**src/rtl/swmm_pkg.sv**
```systemverilog
// ----------------------------------------------------------------------------
// swmm_pkg
// Shared types and constants of the sliding window min/max block.
// ----------------------------------------------------------------------------
package swmm_pkg;

  localparam int SAMPLE_BITS    = 32;
  localparam int WIN_SIZE_BITS  = 7;
  localparam int WINDOW_MAX_DEF = 64;
  localparam int CFG_ADDR_BITS  = 2;
  localparam int CFG_DATA_BITS  = 32;

  localparam logic [CFG_ADDR_BITS-1:0] ADDR_WINDOW_SIZE  = 2'd0;
  localparam logic [WIN_SIZE_BITS-1:0] WINDOW_SIZE_RESET = 7'd1;

  typedef logic signed [SAMPLE_BITS-1:0] sample_t;

  typedef struct packed {
    sample_t sample;
    logic    restart;
  } in_item_t;

  typedef struct packed {
    sample_t window_min;
    sample_t window_max;
  } out_item_t;

  // controller -> datapath
  typedef struct packed {
    logic take;
    logic step;
    logic load_out;
  } dp_cmd_t;

  // datapath -> controller
  typedef struct packed {
    logic need_result;
    logic scan_done;
    logic out_free;
  } dp_sts_t;

endpackage

```
**src/rtl/swmm_dp.sv**
```systemverilog
// ----------------------------------------------------------------------------
// swmm_dp
// Datapath: sample ring memory, fill count, scan address counter,
// min/max accumulators and the output register.
// ----------------------------------------------------------------------------
module swmm_dp #(
  parameter int WINDOW_MAX = swmm_pkg::WINDOW_MAX_DEF
) (
  input  logic                                clk,
  input  logic                                rst_n,
  input  swmm_pkg::dp_cmd_t                   cmd,
  output swmm_pkg::dp_sts_t                   sts,
  input  logic [swmm_pkg::WIN_SIZE_BITS-1:0]  window_size,
  input  swmm_pkg::in_item_t                  in_item,
  output logic                                out_valid,
  input  logic                                out_stall,
  output swmm_pkg::out_item_t                 out_item
);
  import swmm_pkg::*;

  localparam int AW = (WINDOW_MAX > 1) ? $clog2(WINDOW_MAX) : 1;
  localparam int CW = $clog2(WINDOW_MAX + 1);
  localparam logic [AW-1:0] LAST_SLOT = AW'(WINDOW_MAX - 1);
  localparam logic [CW-1:0] FILL_CAP  = CW'(WINDOW_MAX);

  sample_t mem [WINDOW_MAX];

  logic [AW-1:0] wptr_r;
  logic [CW-1:0] fill_r;
  logic [AW-1:0] rd_addr_r;
  logic [CW-1:0] left_r;
  logic          pend_r;
  sample_t       rd_data_r;
  sample_t       lo_r;
  sample_t       hi_r;
  logic          out_valid_r;
  out_item_t     out_item_r;

  logic [CW-1:0] eff_k;
  logic [CW-1:0] fill_base;
  logic [CW-1:0] fill_nxt;
  logic [AW-1:0] wptr_inc;
  logic [AW-1:0] wptr_prev;
  logic [AW-1:0] rd_prev;
  logic          rd_en;

  always_comb begin
    if (window_size == '0) begin
      eff_k = CW'(1);
    end else if (32'(window_size) > 32'(WINDOW_MAX)) begin
      eff_k = FILL_CAP;
    end else begin
      eff_k = CW'(window_size);
    end
  end

  assign fill_base = in_item.restart ? '0 : fill_r;
  assign fill_nxt  = (fill_base < FILL_CAP) ? fill_base + CW'(1) : fill_base;
  assign wptr_inc  = (wptr_r == LAST_SLOT) ? '0 : wptr_r + AW'(1);
  assign wptr_prev = (wptr_r == '0) ? LAST_SLOT : wptr_r - AW'(1);
  assign rd_prev   = (rd_addr_r == '0) ? LAST_SLOT : rd_addr_r - AW'(1);
  assign rd_en     = cmd.step && (left_r != '0);

  assign sts.need_result = (fill_nxt >= eff_k);
  assign sts.scan_done   = (left_r == '0) && !pend_r;
  assign sts.out_free    = !out_valid_r || !out_stall;

  always_ff @(posedge clk) begin
    if (!rst_n) begin
      wptr_r      <= '0;
      fill_r      <= '0;
      left_r      <= '0;
      pend_r      <= 1'b0;
      out_valid_r <= 1'b0;
    end else begin
      pend_r <= rd_en;
      if (cmd.take) begin
        wptr_r <= wptr_inc;
        fill_r <= fill_nxt;
        if (sts.need_result) begin
          left_r <= eff_k - CW'(1);
        end
      end else if (rd_en) begin
        left_r <= left_r - CW'(1);
      end
      if (cmd.load_out) begin
        out_valid_r <= 1'b1;
      end else if (!out_stall) begin
        out_valid_r <= 1'b0;
      end
    end
  end

  // sample ring
  always_ff @(posedge clk) begin
    if (cmd.take) begin
      mem[wptr_r] <= in_item.sample;
    end
    if (rd_en) begin
      rd_data_r <= mem[rd_addr_r];
    end
  end

  always_ff @(posedge clk) begin
    if (cmd.take) begin
      lo_r      <= in_item.sample;
      hi_r      <= in_item.sample;
      rd_addr_r <= wptr_prev;
    end else begin
      if (rd_en) begin
        rd_addr_r <= rd_prev;
      end
      if (pend_r) begin
        if (rd_data_r < lo_r) begin
          lo_r <= rd_data_r;
        end
        if (rd_data_r > hi_r) begin
          hi_r <= rd_data_r;
        end
      end
    end
    if (cmd.load_out) begin
      out_item_r.window_min <= lo_r;
      out_item_r.window_max <= hi_r;
    end
  end

  assign out_valid = out_valid_r;
  assign out_item  = out_item_r;

endmodule

```
**src/rtl/swmm_ctrl.sv**
```systemverilog
// ----------------------------------------------------------------------------
// swmm_ctrl
// Controller: takes one sample and, when it completes a window, runs the
// window scan and hands the result to the output register.
// ----------------------------------------------------------------------------
module swmm_ctrl (
  input  logic              clk,
  input  logic              rst_n,
  input  logic              in_valid,
  output logic              in_stall,
  input  swmm_pkg::dp_sts_t sts,
  output swmm_pkg::dp_cmd_t cmd
);
  import swmm_pkg::*;

  localparam logic ST_IDLE = 1'b0;
  localparam logic ST_SCAN = 1'b1;

  logic state_r;
  logic state_nxt;

  always_comb begin
    cmd       = '0;
    state_nxt = state_r;
    case (state_r)
      ST_IDLE: begin
        cmd.take = in_valid;
        if (in_valid && sts.need_result) begin
          state_nxt = ST_SCAN;
        end
      end
      ST_SCAN: begin
        cmd.step = 1'b1;
        if (sts.scan_done && sts.out_free) begin
          cmd.load_out = 1'b1;
          state_nxt    = ST_IDLE;
        end
      end
      default: begin
        state_nxt = ST_IDLE;
      end
    endcase
  end

  always_ff @(posedge clk) begin
    if (!rst_n) begin
      state_r <= ST_IDLE;
    end else begin
      state_r <= state_nxt;
    end
  end

  assign in_stall = (state_r != ST_IDLE);

endmodule

```
**src/rtl/sliding_window_min_max.sv**
```systemverilog
// ----------------------------------------------------------------------------
// sliding_window_min_max
// Min and max of the last window_size signed samples of a stream.
// A sample that yields no result does not stall the input. With a result the
// input is stalled while the single read port of the ring scans the rest of
// the effective window, one sample per cycle; a stalled result slot holds
// the input stall until the slot is free. out_valid rises once the scan is
// done and the result is loaded into the output register.
// Synchronous reset clears fill count, write pointer and window_size (to 1);
// the ring memory is not cleared and needs no clearing pass.
// ----------------------------------------------------------------------------
module sliding_window_min_max #(
  parameter int WINDOW_MAX = swmm_pkg::WINDOW_MAX_DEF
) (
  input  logic                                clk,
  input  logic                                rst_n,
  input  logic                                in_valid,
  output logic                                in_stall,
  input  swmm_pkg::in_item_t                  in_item,
  output logic                                out_valid,
  input  logic                                out_stall,
  output swmm_pkg::out_item_t                 out_item,
  input  logic                                psel,
  input  logic                                penable,
  input  logic                                pwrite,
  input  logic [swmm_pkg::CFG_ADDR_BITS-1:0]  paddr,
  input  logic [swmm_pkg::CFG_DATA_BITS-1:0]  pwdata,
  output logic [swmm_pkg::CFG_DATA_BITS-1:0]  prdata,
  output logic                                pready
);
  import swmm_pkg::*;

  logic [WIN_SIZE_BITS-1:0] window_size_r;
  logic                     cfg_wr;
  dp_cmd_t                  cmd;
  dp_sts_t                  sts;

  assign pready = 1'b1;
  assign cfg_wr = psel && penable && pwrite && pready;
  assign prdata = (paddr == ADDR_WINDOW_SIZE) ? CFG_DATA_BITS'(window_size_r) : '0;

  always_ff @(posedge clk) begin
    if (!rst_n) begin
      window_size_r <= WINDOW_SIZE_RESET;
    end else if (cfg_wr && (paddr == ADDR_WINDOW_SIZE)) begin
      window_size_r <= pwdata[WIN_SIZE_BITS-1:0];
    end
  end

  swmm_ctrl u_ctrl (
    .clk      (clk),
    .rst_n    (rst_n),
    .in_valid (in_valid),
    .in_stall (in_stall),
    .sts      (sts),
    .cmd      (cmd)
  );

  swmm_dp #(
    .WINDOW_MAX (WINDOW_MAX)
  ) u_dp (
    .clk         (clk),
    .rst_n       (rst_n),
    .cmd         (cmd),
    .sts         (sts),
    .window_size (window_size_r),
    .in_item     (in_item),
    .out_valid   (out_valid),
    .out_stall   (out_stall),
    .out_item    (out_item)
  );

  a_load_into_free_slot: assert property (@(posedge clk) disable iff (!rst_n)
    cmd.load_out |-> (!out_valid || !out_stall))
    else $error("result loaded over a pending transfer");

  a_result_after_scan: assert property (@(posedge clk) disable iff (!rst_n)
    $rose(out_valid) |-> $past(in_stall))
    else $error("result appeared without a scan");

  a_scan_blocks_input: assert property (@(posedge clk) disable iff (!rst_n)
    (cmd.take && sts.need_result) |=> in_stall)
    else $error("input taken during a scan");

endmodule
```
**config.mk**
```make
export PLATFORM = sky130hd
export DESIGN_NAME = sliding_window_min_max
export DESIGN_NICKNAME = d
export VERILOG_FILES = /design/src/rtl/swmm_pkg.sv /design/src/rtl/swmm_dp.sv /design/src/rtl/swmm_ctrl.sv /design/src/rtl/sliding_window_min_max.sv
export SDC_FILE = /design/constraint.sdc
export NUM_CORES = 2
export LEC_CHECK = 0
export BUFFER_PORTS_ARGS = -buffer_cell sky130_fd_sc_hd__buf_2
export CAP_MARGIN = 10
export CELL_PAD_IN_SITES_DETAIL_PLACEMENT = 1
export CELL_PAD_IN_SITES_GLOBAL_PLACEMENT = 1
export CORE_ASPECT_RATIO = 1.1
export CORE_UTILIZATION = 50
export CTS_CLUSTER_DIAMETER = 120
export DETAILED_ROUTE_END_ITERATION = 8
export HOLD_SLACK_MARGIN = 0.15
export PLACE_DENSITY = 0.76
export SYNTH_ARGS = -nofsm -noshare
export SYNTH_HDL_FRONTEND = slang
export SYNTH_SLANG_ARGS = --single-unit
export TNS_END_PERCENT = 5
```
**constraint.sdc**
```tcl
create_clock -name clk -period 8 [get_ports clk]
set_input_delay 0 -clock clk [delete_from_list [all_inputs] [get_ports clk]]
set_output_delay 0 -clock clk [all_outputs]
set_load 0.05 [all_outputs]
```
### Yosys cells after proc, flatten, opt, wreduce, memory -nomap -nowiden

Memory sizes are Yosys's and may differ from the RTL's. A register that Yosys moved wholly into a read port is not among the register bits.
Index checks and enable logic that the tools add are counted.

* register bits after elaboration: 164
* bits in writable memories: 2048
* output and inout port bits: 99
* input port bits: 74
* memories: 1
* logic and storage cells: 81

Memories
* u_dp.mem: words 64, width 32, read ports 1, clocked after Yosys merged registers in 1, write ports 1, line swmm_dp.sv:26 `sample_t mem [WINDOW_MAX];`

* reductions and logical operators: 24
* bitwise logic cells: 1
* add/subtract/negate cells: 6
* eq/ne operators: 3
* order comparisons: 5
* multiplexer cells: 29

Operators with widths (number)
* $mux 32: 6
* $mux 7: 8
* $gt 32x32->1: 1
* $lt 32x32->1: 1
* $mux 6: 5
* $logic_not 7->1: 2
* $sub 7x1->7 const B: 2
* $logic_not 6->1: 2
* $sub 6x1->6 const B: 2
* $mux 1: 8
* $reduce_bool 2->1: 4
* $add 7x1->7 const B: 1
* $ge 7x7->1: 1
* $gt 7x7->1 const B: 1
* $logic_and 1x1->1: 7
* $lt 7x7->1 const B: 1
* $reduce_bool 7->1: 1
* $add 6x1->6 const B: 1
* $eq 6x6->1 const B: 1
* $reduce_and 2->1: 3
* $ne 2x1->1 const B: 2
* $logic_not 1->1: 3
* $logic_not 2->1: 1
* $mux 2: 1
* 3 further kinds: 3

### Depth between registers and ports, before layout

* word-level depth: 8
* depth in mapped cells: 14
* depth with buffers taken out: 13

### By module

From an unflattened synthesis, not the netlist that was laid out.

* cell total of the unflattened synthesis: 4066
* area, all modules: 87721.6 um^2

By module, submodules not included
* swmm_dp: times used 1, cells an instance 3991, sequential area each 66924.2 um^2, area an instance 87102.3 um^2
* sliding_window_min_max: times used 1, cells an instance 68, sequential area each 140.1 um^2, area an instance 553.0 um^2
* swmm_ctrl: times used 1, cells an instance 7, sequential area each 20.0 um^2, area an instance 66.3 um^2

### Worst setup path after synthesis

OpenSTA, ideal clock, no wires.

* kind: reg-to-reg
* start point: register u_dp.left_r[2]
* end point: register u_dp.out_item_r (netlist bit u_dp.out_item[0]), enable pin
* path buffers: 0
* data arrival time: 4.460 ns
* setup slack: 3.033 ns
* cell stages (with the launch flop): 5
* library setup time: 0.507 ns
* clock period less this slack: 4.967 ns
* required time: 7.493 ns
* path through: dfxtp_1 or4_1 nor4_1 nand2_1 a21oi_1

RTL lines
* start, declared: line swmm_dp.sv:31 `logic [CW-1:0] left_r;`
* start signal, assigned: line swmm_dp.sv:81 `left_r <= eff_k - CW'(1);`
* start signal, assigned: line swmm_dp.sv:84 `left_r <= left_r - CW'(1);`
* end, declared: line swmm_dp.sv:37 `out_item_t out_item_r;`

==> flow_summary.json <==
{
  "min_from": "in_item[21]",
  "async_flop_share_pct": 0,
  "cp_data_arrival_time_ns": 4.55,
  "yosys-top-cells-area": "edfxtp_1, mux4_2, mux2i_1",
  "internal-power_mw": 21.1,
  "rr_startpoint": "u_dp.rd_addr_r[1]",
  "die_height_um": 440,
  "drcViolationCount": 0,
  "synth_top_area_share_pct": 76.2,
  "first_iter_violations": 5330,
  "swShare_pct": 26.3,
  "crit_path_start_kind": "flop",
  "hold_violations": 0,
  "post-route-min-period_ns": 3.97,
  "cp_top_family": "buffers and inverters",
  "crit_start": "u_dp.rd_addr_r[1]",
  "most-common-layout-cells": "edfxtp_1, mux4_2, clkbuf_16, nand2_1, buf_2",
  "setup_tns_ns": 0,
  "vias_per_cell": 6.39,
  "overflow": 0,
  "grt_usage_pct": 26.1,
  "syn2layout_area_growth_pct": 13.3,
  "path_class": "reg2reg",
  "cp_slowest_cell": "buf_4",
  "path_cells": "buf_4 > buf_4 > mux4_2 > nor2b_1 > a211oi_1 > a311oi_1 > nor2_1 > nor2_1",
  "dp_hpwl_um": 121000,
  "cts_sinks": 2244,
  "clkPwrFrac_pct": 35.1,
  "drv_slew": 0,
  "cpPeakStageDelay_ns": 0.85,
  "port_buffers": 121,
  "gp_congestion": 0.820,
  "fin_skew_ns": 0.0460,
  "die_area_um2": 176000,
  "crit_buf_inv": 2,
  "ctsResizeCount": 0,
  "ir_drop_mv": 0.238,
  "design_area_um2": 98900,
  "avgRoutedWirePerCell_um": 33.5,
  "p_sw_mw": 7.53,
  "ys_types": 60,
  "cp.required_ns": 8.58,
  "min_path_type": "in2reg",
  "clock_path_buffers": 3,
  "syn_area_um2": 87300,
  "seqPwrFrac_pct": 47.1,
  "antenna_left": 0,
  "worstSetupEndpointType": "flop",
  "coreArea_um2": 173000,
  "relSlewSlack_pct": 16.7,
  "fmax_mhz": 252,
  "io_pins": 173,
  "leakagePower_nw": 32.0,
  "final_common_cell": "edfxtp_1",
  "worst-path-max-fanout": 52,
  "power.density_nw_per_um2": 289,
  "ctsHoldBuffers": 70,
  "die_width_um": 400,
  "grt_pass1_wl_um": 326000,
  "drv_cap": 0,
  "hold_path_end": "u_dp.mem[12][20]",
  "r2r_slack_ns": 4.03,
  "antenna_found_initial": 6,
  "clockRootBuffer": "clkbuf_16",
  "setup_viol": 0,
  "cts_made_buffers": 210,
  "p_comb_share_pct": 17.8,
  "status": "completed",
  "htreeDepth": 4,
  "yosysWarnings": 0,
  "vias": 43400,
  "final.period_utilization_pct": 49.6,
  "synth-edff-count": 2214,
  "cts.clk_slew.worst_paths_ns": 0.07,
  "worst_pin_slew_ns": 1.25,
  "rows": 160,
  "ys.flop_type": "edfxtp_1",
  "rr_worst_depth": 8,
  "synth_top_area_cell": "edfxtp_1",
  "avgSynthCellArea_um2": 21.7,
  "ys_seq_area_share_pct": 76.9,
  "drt_first_pass_iters": 6,
  "grt_pass1_vias": 45700,
  "grt_start_max_net_pins": 110,
  "min_path_cells": 2,
  "cts_setup_buffers": 0,
  "start_util_pct": 50.4,
  "drt-total-wl_um": 228000,
  "layout.nets": 4499,
  "synthCells": 4027,
  "clock_latency_ns": 0.87,
  "synth.ff_latch_count": 2244,
  "utilization_pct": 57.1,
  "rsz0062_at_grt": "no",
  "layout-drive-gt1-share_pct": 26.5,
  "cts_tree": "done",
  "r2r_end": "u_dp.rd_data_r[7]",
  "placedInstanceArea_um2": 91200
}
power groups by stage:
stage	Clock, mW	Sequential (mW)	Combinational, mW
4_1_cts	10.2	13.5	5.13
3_3_place_gp	0	13.7	4.91
2_1_floorplan	0	13.8	3.42
5_1_grt	10.5	13.5	5.41
3_5_place_dp	0	13.7	5.05
6_report	10.0	13.5	5.09
layout make-up:
class | instances | area [µm²]
Antenna cell | 6 | 15.0
Clock buffer | 258 | 5530
Clock inverter | 131 | 1380
Fill cell | 14500 | 74300
Inverter | 73 | 274
Multi-Input combinational cell | 1507 | 19400
Sequential cell | 2244 | 67100
Tap cell | 2268 | 2840
Timing Repair Buffer | 312 | 2330
metal layers:
| metal | vias to the layer above | GRT usage, % | wire (µm) |
|---|---|---|---|
| li1 | 17400 | - | - |
| met1 | 23400 | 34.6 | 87000 |
| met2 | 2301 | 44.7 | 116000 |
| met3 | 388 | 4.05 | 17900 |
| met4 | 2 | 8.33 | 6710 |
| met5 | - | 0 | 171 |
through the flow:
stage | power (mW) | cells | setup slack (ns) | hold WS [ns]
6_report | 28.6 | 6799 | 4.03 | 0.240
5_1_grt | 29.4 | 6795 | 3.84 | 0.279
4_1_cts | 28.8 | 6791 | 4.00 | 0.198
3_5_place_dp | 18.8 | 6332 | 4.05 | 0.228
3_3_place_gp | 18.6 | 6332 | 4.07 | 0.221
2_1_floorplan | 17.2 | 4051 | 3.03 | 0.0989
state kept, by name, summed over array words and instances (netlist names), 6 cells and up:
signal / count
u_dp.mem: 2048
u_dp.out_item: 64
u_dp.hi_r: 32
u_dp.lo_r: 32
u_dp.rd_data_r: 32
u_dp.fill_r: 7
u_dp.left_r: 7
window_size_r: 7
u_dp.rd_addr_r: 6
u_dp.wptr_r: 6
worst max path at each step:
stage | endpoint | depth (start not counted)
CTS | u_dp.rd_data_r[22] | 6
finish | u_dp.rd_data_r[7] | 8
global placement | u_dp.rd_data_r[14] | 6
floorplan | u_dp.out_item[0] | 4
detailed placement | u_dp.rd_data_r[22] | 6
global route | u_dp.rd_data_r[31] | 6
cell usage after synthesis, types with 5 or more instances:
library cell  number
and2_1             6
clkbuf_1          83
a21o_1            16
o21ai_0           17
a21oi_1           60
buf_2             70
nand4_1           11
o22ai_1           38
nand2_1          186
or3_1              5
a31oi_1            6
buf_1             28
nand3_1           15
nor2_1           158
o221ai_1          28
or2_2              5
xor2_1             8
nor2b_1           23
xnor2_1            7
a211oi_1          35
a22oi_1            5
edfxtp_1        2214
buf_4             46
nand2b_1           9
mux2i_1          105
nor3_1            20
a311oi_1          16
mux4_2           574
inv_1             69
dfxtp_1           30
ha_1              77
logic make-up (layout without fill, tap and decap cells):
logic type,count (synthesis),after routing,synth area share (%)
other,2,32,0.00861
buffers and inverters,300,774,1.59
DFF,2244,2244,76.9
AOI/OAI and AO/OA,249,249,1.96
and+or+nand+nor,460,460,2.29
muxes,680,680,16.0
xor gates and xnor gates,15,15,0.151
adders and majority gates,77,77,1.10
Power figures use the tool's default switching activity.
